`src/design/hpm_pkg.sv`:
```
// ----------------------------------------------------------------------------
// hpm_pkg
// Shared constants, types and helpers for the history prefix matcher.
// ----------------------------------------------------------------------------
package hpm_pkg;

    localparam int CHAR_W       = 8;
    localparam int OUT_IDX_W    = 5;
    localparam int OUT_LEN_W    = 5;
    localparam int IDX_BITS_W   = 3;
    localparam int CFG_W        = 5;
    localparam int COUNT_MAX_W  = 5;
    localparam int APB_ADDR_W   = 3;
    localparam int APB_DATA_W   = 32;
    localparam int M_TDATA_W    = 16;

    localparam logic [CFG_W-1:0] MIN_MATCH_RESET = 5'd3;

    // word select taken from paddr[2]
    localparam logic REG_MIN_MATCH = 1'b0;

    typedef struct packed {
        logic                 found;
        logic [OUT_IDX_W-1:0] index;
        logic [OUT_LEN_W-1:0] length;
    } pick_t;

    // floor(log2(c)) + 1, zero for c == 0
    function automatic logic [IDX_BITS_W-1:0] index_bits_of(input logic [COUNT_MAX_W-1:0] c);
        logic [IDX_BITS_W-1:0] r;
        r = '0;
        for (int i = 0; i < COUNT_MAX_W; i++) begin
            if (c[i]) begin
                r = IDX_BITS_W'(i + 1);
            end
        end
        return r;
    endfunction

endpackage

```
`src/design/hpm_best_select.sv`:
```
// ----------------------------------------------------------------------------
// hpm_best_select
// Picks the longest eligible prefix over all slots; oldest wins a tie.
// Balanced compare tree on {eligible, length, ~age}.
// ----------------------------------------------------------------------------
module hpm_best_select
    import hpm_pkg::*;
#(
    parameter int N      = 31,
    parameter int PW     = 5,
    parameter int SLOT_W = 5
) (
    input  logic [N-1:0][PW-1:0]     mlen,
    input  logic [N-1:0][SLOT_W-1:0] age,
    input  logic [N-1:0]             lane_valid,
    input  logic [CFG_W-1:0]         min_match,
    output pick_t                    pick
);

    localparam int LVLS  = (N > 1) ? $clog2(N) : 0;
    localparam int NP    = 1 << LVLS;
    localparam int KEY_W = 1 + PW + SLOT_W;
    localparam int CW    = (PW > CFG_W) ? PW : CFG_W;

    logic [KEY_W-1:0] node [2*NP-1];
    logic [KEY_W-1:0] best;

    for (genvar i = 0; i < NP; i++) begin : g_leaf
        if (i < N) begin : g_real
            logic elig;
            assign elig = lane_valid[i] && (mlen[i] != '0)
                          && (CW'(mlen[i]) >= CW'(min_match));
            assign node[NP-1+i] = {elig, mlen[i], ~age[i]};
        end else begin : g_pad
            assign node[NP-1+i] = '0;
        end
    end

    for (genvar k = 0; k < NP - 1; k++) begin : g_node
        assign node[k] = (node[2*k+1] >= node[2*k+2]) ? node[2*k+1] : node[2*k+2];
    end

    assign best         = node[0];
    assign pick.found   = best[KEY_W-1];
    assign pick.length  = best[KEY_W-1] ? OUT_LEN_W'(best[PW+SLOT_W-1:SLOT_W]) : '0;
    assign pick.index   = best[KEY_W-1] ? OUT_IDX_W'(~best[SLOT_W-1:0]) : '0;

endmodule
```
`config.mk`:
```
export PLATFORM = sky130hd
export DESIGN_NAME = hpm_best_select
export DESIGN_NICKNAME = d
export VERILOG_FILES = /design/src/design/hpm_pkg.sv /design/src/design/hpm_best_select.sv
export SDC_FILE = /design/constraint.sdc
export NUM_CORES = 1
export LEC_CHECK = 0
export CAP_MARGIN = 20
export CORE_ASPECT_RATIO = 1.1
export CORE_MARGIN = 2
export CORE_UTILIZATION = 55
export DETAILED_ROUTE_END_ITERATION = 8
export DONT_BUFFER_PORTS = 1
export GPL_ROUTABILITY_DRIVEN = 0
export PLACE_DENSITY = 0.73
export SETUP_SLACK_MARGIN = 0.2
export SYNTH_ARGS = -nofsm -noshare
export SYNTH_HDL_FRONTEND = slang
export SYNTH_SLANG_ARGS = --single-unit
```
`constraint.sdc`:
```
create_clock -name vclk -period 17.8
set_input_delay 3.56 -clock vclk [all_inputs]
set_output_delay 3.56 -clock vclk [all_outputs]
set_load 0.01 [all_outputs]
```
* Word-level counts from Yosys, hierarchy flattened
Index checks and enable logic that the tools add are counted.
** Storage, ports and cells
- Bits in registers :: 0
- Bits in latches :: 0
- RAM bits :: 0
- Memory bits (read-only) :: 0
- Output and inout port bits :: 11
- Logic and storage cells :: 220
- Memories kept :: 0
** Operators by class
- $add $sub $neg :: 0
- $mul :: 0
- Div/mod/pow operators :: 0
- Magnitude comparators :: 62
- Equality and inequality tests :: 0
- Shift-type cells :: 0
- Mux-type cells :: 33
- Bitwise logic cells :: 32
- Reductions and logical operators :: 93
** Operators by type and width (number)
- 2-to-1 mux 11 bit :: 31
- >= comparator 11 bit :: 30
- inverter 5 bit :: 32
- >= comparator 5 bit :: 31
- nonzero test 5 bit :: 31
- logical AND 1 bit :: 62
- >= comparator 11 x 1 -> 1 bit, second input constant :: 1
- 2-to-1 mux 5 bit :: 2

* Longest topological paths before layout
Gate-level depths: netlist of run 1.
- Word-level depth :: 15
- Depth in mapped cells :: 54

* Worst setup path after synthesis of run 1
Ideal clock, no wire load.
- Path type :: in2out
- Start point :: input min_match[1]
- End point :: output pick[2] (netlist name)
- Data arrival time :: 13.904 ns
- Slack :: 0.336 ns
- Stages on the path :: 46
- Path through :: inv_1 > ha_1 > a211o_1 > o211ai_1 > a211o_1 > inv_1 > ha_1 > a21oi_1 > o21ai_0 > o31ai_1 > buf_4 > mux2i_1 > inv_1 > ha_1 > a21o_1 > a221o_1 > a31oi_1 > clkbuf_1 > [10 not listed] > nand2b_1 > a21oi_1 > nor2b_1 > o2111ai_1 > a31oi_1 > or2_2 > a2bb2oi_1 > o21a_1 > ha_1 > o211a_1 > a221o_1 > a31oi_1 > o21ai_0 > a2111oi_0 > a32o_1 > a31oi_1 > buf_2 > a2bb2oi_1
** RTL lines
- start: declaration :: RTL line hpm_best_select.sv:16 : input logic [CFG_W-1:0] min_match,
- end: declaration :: RTL line hpm_best_select.sv:17 : output pick_t pick

==> parameters.txt, run 1 <==
Parameter                              Value

Final layout
  Antenna diode count ... 0
  Number of non-filler instances in the completed layout ... 2408
  Post-route design area ... 17000 um2
  Share of post-route cells with drive strength above 1 ... 11.7%
  Clock buffer cells ... 0
  Seq. cell area ... 0 um2
  Number of sequential storage elements ... 0
  Post-layout net count ... 2878
  P&R area growth vs syn ... 9.61%

Routing
  Routed via count ... 15676
  Detailed Routing Iterations Pass 1 ... 6
  Final Routed Wirelength ... 49900 um
  Routed vias/inst ... 6.51
  DR WL/cell ... 20.7 um
  Post-route antenna net violation count ... 0
  Starting DRT DRC Count ... 1148
  Drt drc ... 0

Synth
  Portion of the post-synthesis area used by sequential elements ... 0%
  Count of yosys warnings during synthesis ... 0
  Synthesized Nets ... 2827
  Count of mapped cells out of synthesis ... 1996
  Most area-hungry cell type in the Yosys netlist ... sky130_fd_sc_hd__ha_1
  Share of the synthesized area in the top cell type ... 39.2%
  Most area-consuming cells after synthesis ... sky130_fd_sc_hd__ha_1 (39%), sky130_fd_sc_hd__mux2i_1 (13%), sky130_fd_sc_hd__inv_1 (7.6%), sky130_fd_sc_hd__a21oi_1 (4.9%), sky130_fd_sc_hd__o21ai_0 (3.8%)
  Synth unique cells ... 78
  Avg Inst Size Synth ... 7.76 um2
  Post-Synthesis Cell Area ... 15500 um2

STA
  Count of pins over their slew limit ... 0
  Min Tclk post-route ... 17.33 ns
  Count of endpoints failing setup in the final report ... 0
  Max Clk Rate ... 0.0577 GHz
  Final hold violations ... 0
  Unrepaired setup endpoints after global routing ... no
  Relative slew slack ... 43.5%
  TNS Setup ... 0 ns
  Slew @ Worst Pin ... 0.842 ns
  Period Utilization, post-route ... 97.4%
  Post-layout worst setup margin ... 0.470 ns

GRT
  GRT overflow ... 0
  Number of antenna violations at the first check in global routing ... 0
  GR Util All Layers ... 30.8%
  Pin count of the biggest net entering global routing ... 32
  First-pass GRT wire length ... 75200 um
  Vias in the first global route ... 15127

Power
  Power density cells ... 182 nW/um2
  Worst-case vdd ir drop ... 0.302 mV
  Leakage power ... 9.06 nW
  Overall power ... 3.08 mW

Floorplan
  Initial Util ... 55.7%
  Die outline area ... 29500 um2
  Area inside the core boundary ... 27800 um2
  Die Wd ... 164 um
  Number of ports placed on the die boundary ... 357
  Vertical extent of the die ... 180 um
  Core Rows ... 64

Placed design
  Total half-perimeter wirelength after legalization and detailed placement ... 41800 um
  Total placed cells including tap cells ... 2370
  Worst Setup Slack post-DPL ... -0.419 ns
  Quantity of I/O buffers inserted on ports ... 0
  Placement Cell Area ... 16200 um2

Critical path
  Highest cell delay on the worst timing path ... 0.55 ns
  Worst-path cell with the longest stage delay ... sky130_fd_sc_hd__or4_1
  Crit Path Class ... in2out
  WP data required ... 14.24 ns
  Max Fanout on Critical Path ... 17
  Setup crit start kind ... primary input
  Data arrival at the endpoint of the critical path ... 13.77 ns
  Worst setup EP type ... primary output

Run
  Max-cap violation count ... 0

Hold path
  Class of the tightest hold or removal check ... in2out

Status
  Outcome ... finished clean
## placed cells by master (no fill, tap or decap), drive strengths merged, types with 17 or more instances in the layout
| master | netlist | routed |
|---|---|---|
| a21o | 36 | 36 |
| o31ai | 22 | 22 |
| nand2b | 30 | 30 |
| a21oi | 154 | 154 |
| buf | 25 | 81 |
| o211ai | 23 | 23 |
| nor2 | 109 | 109 |
| nand2 | 80 | 80 |
| a211o | 20 | 20 |
| inv | 314 | 311 |
| nor3 | 15 | 17 |
| a22oi | 20 | 20 |
| a211oi | 21 | 21 |
| ha | 485 | 485 |
| o21ai | 129 | 129 |
| nand4 | 41 | 41 |
| mux2i | 197 | 197 |
| nand3 | 22 | 22 |
| mux2 | 48 | 48 |
## cell families after synthesis
logic type,count (synthesis),share of synthesized area (%)
AOI/OAI and AO/OA,543,23.6
adders and majority gates,485,39.2
and+or+nand+nor,371,12.2
buffers and inverters,352,8.80
muxes,245,16.2
## worst max-delay path: cells and delay by family
| family | cells | cell delay, ns |
|---|---|---|
| compound gates | 22 | 4.41 |
| fa+ha+maj | 6 | 1.65 |
| buf+inv | 11 | 1.77 |
| mux | 2 | 0.70 |
| simple gates | 9 | 1.62 |
## metrics by stage
stage | hold slack (ns) | util, %
2_1_floorplan | 7.52 | -
3_3_place_gp | 7.76 | 58.2
3_5_place_dp | 7.75 | 58.2
4_1_cts | 7.76 | 58.6
5_1_grt | 7.71 | 61.1
6_report | 7.68 | 61.1
## report_power, final
part	switching [mW]	total (mW)	internal, mW	leakage, nW
combinational	1.81	3.08	1.27	9.06
sequential	0	0	0	0
clock	0	0	0	0
## cell usage after synthesis, types with 14 or more instances
cell / number
sky130_fd_sc_hd__o211ai_1: 23
sky130_fd_sc_hd__o21a_1: 14
sky130_fd_sc_hd__mux2i_1: 197
sky130_fd_sc_hd__nand3_1: 22
sky130_fd_sc_hd__buf_2: 18
sky130_fd_sc_hd__nand4_1: 41
sky130_fd_sc_hd__ha_1: 485
sky130_fd_sc_hd__nor2_1: 107
sky130_fd_sc_hd__o21ai_0: 117
sky130_fd_sc_hd__nor2b_1: 16
sky130_fd_sc_hd__nand2_1: 80
sky130_fd_sc_hd__a31oi_1: 14
sky130_fd_sc_hd__a211oi_1: 19
sky130_fd_sc_hd__a211o_1: 20
sky130_fd_sc_hd__a21oi_1: 153
sky130_fd_sc_hd__nand2b_1: 29
sky130_fd_sc_hd__o31ai_1: 22
sky130_fd_sc_hd__a21o_1: 36
sky130_fd_sc_hd__mux2_2: 48
sky130_fd_sc_hd__inv_1: 314
## layer usage
layer  part of all wire (%)  GRT usage (%)  wire length (um)
met1                     40           37.6             19800
met2                     48           55.5             24100
met3                    8.7           4.78              4350
met4                    3.3           8.04              1660
met5                      0              0                 0
## path summary, 6_finish.rpt
check | startpoint | depth (start not counted) | end
max | min_match[3] | 50 | pick[2]
min | age[92] | 4 | pick[7]
## area by class of cell
class,count,area (um2)
fill,2459,10800
tap,363,454
inverter,314,1190
multi-input combinational,1648,14600
timing repair buffer,83,736
## what timing repair did
action,CTS,global route
pin swaps,3,18
setup buffers,6,27
gates cloned,0,5
endpoints found under the setup margin,11,11
hold buffers,0,0
resized for setup,12,88
Note: power is estimated with default switching activity, not from simulation.
==> inputs of run 2 (changes only) <==
--- a/config.mk
+++ b/config.mk
@@ -6,7 +6,6 @@
 export NUM_CORES = 1
 export LEC_CHECK = 0
 export CAP_MARGIN = 20
-export CORE_ASPECT_RATIO = 1.1
 export CORE_MARGIN = 2
 export CORE_UTILIZATION = 55
 export DETAILED_ROUTE_END_ITERATION = 8
==> parameters.txt, run 2 (same netlist as run 1, synthesis figures left out) <==
Parameter                              Value

Status
  Outcome ... finished clean

Power
  Leakage power ... 9.19 nW (+1.5%)
  Overall power ... 2.97 mW (-3.8%)
  Net switching power ... 1.70 mW (-6.1%)
  Sequential fraction of design power ... 0% (unchanged)
  Power density cells ... 171 nW/um2 (-6.0%)
  Switch share ... 57.4% (-1.4 points)
  Proportion of power drawn by combinational gates ... 100.0% (about the same)
  Worst-case vdd ir drop ... 0.212 mV (-30%)
  Power share of the clock group ... 0% (unchanged)
  Cell internal pwr ... 1.26 mW (-0.50%)

Critical path
  Data arrival at the endpoint of the critical path ... 13.73 ns (-0.04 ns)
  Crit. Startpoint ... min_match[3]
  Max Fanout on Critical Path ... 13 (-4)
  Setup crit start kind ... primary input
  WP data required ... 14.24 ns (about the same)
  Worst setup EP type ... primary output
  Worst Path Buf+Inv ... 10 (-1)
  Critical Path Stages ... 49 (-2.0%)
  Endpoint of the worst setup timing path ... pick[2]
  Critical Path Most Common Cell ... sky130_fd_sc_hd__ha_1
  Highest cell delay on the worst timing path ... 0.54 ns (about the same)
  Crit Path Class ... in2out
  Cell type group with the largest total delay on the critical path ... compound AO/OA/AOI/OAI gates
  Worst-path cell with the longest stage delay ... sky130_fd_sc_hd__a311o_2

GRT
  GRT overflow ... 0 (unchanged)
  Number of antenna violations at the first check in global routing ... 0 (unchanged)
  GR Util All Layers ... 30.5% (-0.30 points)
  Vias in the first global route ... 14977 (-0.99%)
  Pin count of the biggest net entering global routing ... 32 (unchanged)
  First-pass GRT wire length ... 73900 um (-1.8%)

STA
  Slew @ Worst Pin ... 0.609 ns (-0.233 ns)
  Final hold violations ... 0 (unchanged)
  Period Utilization, post-route ... 97.1% (-0.25 points)
  Min Tclk post-route ... 17.29 ns (-0.0451 ns)
  Max Clk Rate ... 0.0579 GHz (+0.26%)
  Unrepaired setup endpoints after global routing ... no
  Count of endpoints failing setup in the final report ... 0 (unchanged)
  Count of pins over their slew limit ... 0 (unchanged)
  Relative slew slack ... 58.2% (+15 points)

Floorplan
  Initial Util ... 55.7% (about the same)
  Area inside the core boundary ... 27800 um2 (about the same)
  Die outline area ... 29500 um2 (about the same)
  Die Wd ... 172 um (+4.8%)
  Number of ports placed on the die boundary ... 357 (unchanged)
  Vertical extent of the die ... 172 um (-4.6%)
  Core Rows ... 61 (-4.7%)

Run
  Max-cap violation count ... 0 (unchanged)

Routing
  DR WL/cell ... 20.3 um (-2.3%)
  Routed vias/inst ... 6.36 (-2.3%)
  Final Routed Wirelength ... 49500 um (-0.78%)
  Routed via count ... 15547 (-0.82%)
  Starting DRT DRC Count ... 961 (-16%)
  Post-route antenna net violation count ... 0 (unchanged)
  Drt drc ... 0 (unchanged)
  Detailed Routing Iterations Pass 1 ... 7 (+1)

Final layout
  Multi-input gate area ... 14700 um2 (+0.99%)
  Share of post-route cells with drive strength above 1 ... 14.1% (+2.4 points)
  Seq. cell area ... 0 um2 (unchanged)
  Post-layout net count ... 2900 (+0.76%)
  Number of non-filler instances in the completed layout ... 2445 (+1.5%)
  Most common cell after layout, fill and taps aside ... sky130_fd_sc_hd__ha_1
  Antenna diode count ... 0 (unchanged)
  Post-route design area ... 17400 um2 (+2.3%)
  Number of sequential storage elements ... 0 (unchanged)
  P&R area growth vs syn ... 12.1%
  Number of fill cells ... 2503 (+1.8%)
  Commonest non-fill, non-tap cells in the layout ... sky130_fd_sc_hd__ha_1 (485), sky130_fd_sc_hd__inv_1 (313), sky130_fd_sc_hd__mux2i_1 (163)
  Clock buffer cells ... 0 (unchanged)

Placed design
  Quantity of I/O buffers inserted on ports ... 0 (unchanged)
  Placement Cell Area ... 16300 um2 (+0.57%)
  Total half-perimeter wirelength after legalization and detailed placement ... 41800 um (about the same)
  Total placed cells including tap cells ... 2392 (+0.93%)

Hold path
  Class of the tightest hold or removal check ... in2out

Clock network
  Total of hold buffers inserted after clock tree synthesis ... 0 (unchanged)
[run 2: stage by stage]
| stage | TNS (ns) | worst slack [ns] | utilization [%] | hold slack [ns] |
|---|---|---|---|---|
| after global routing | 0 | 0.0214 | 62.5 | 7.66 |
| after floorplan | 0 | 0.336 | - | 7.52 |
| after global placement | 0 | 0.141 | 58.6 | 7.71 |
| after CTS | 0 | 0.215 | 59.0 | 7.72 |
| final | 0 | 0.515 | 62.5 | 7.61 |
| after detailed placement | -2.92 | -0.377 | 58.6 | 7.72 |
[run 2: cell type report]
class	count	area share, %
Tap cell	378	2.72
Multi-Input combinational cell	1644	84.9
Timing Repair Buffer	109	5.58
Inverter	314	6.81
[run 2: power groups by stage]
stage,sequential (mW),combinational (mW),clock (mW)
floorplan,0,1.94,0
global placement,0,2.55,0
detailed placement,0,2.61,0
CTS,0,2.67,0
global route,0,3.21,0
finish,0,2.97,0
[run 2: worst min-delay path by stage]
stage / from / endpoint / slack [ns] / depth (start not counted)
floorplan: age[97] / pick[7] / 7.52 / 4
global placement: mlen[100] / pick[0] / 7.71 / 6
detailed placement: mlen[115] / pick[0] / 7.72 / 4
CTS: mlen[115] / pick[0] / 7.72 / 4
global route: mlen[85] / pick[0] / 7.66 / 4
finish: mlen[85] / pick[0] / 7.61 / 4
[run 2: timing repair]
action,CTS,global route
endpoints found under the hold margin,0,0
setup buffers,5,45
endpoints found under the setup margin,11,11
resized for setup,22,125
cloned,0,3
pin swaps,3,29
[run 2: layer usage]
layer / part of all wire [%] / up-vias / GRT usage [%] / wire [um]
met3: 8.5 / 91 / 5.89 / 4210
met1: 41 / 7268 / 37.9 / 20500
met2: 48 / 609 / 54.0 / 23600
met4: 2.5 / 0 / 7.38 / 1240
met5: 0 / - / 0 / 0
li1: - / 7579 / - / -
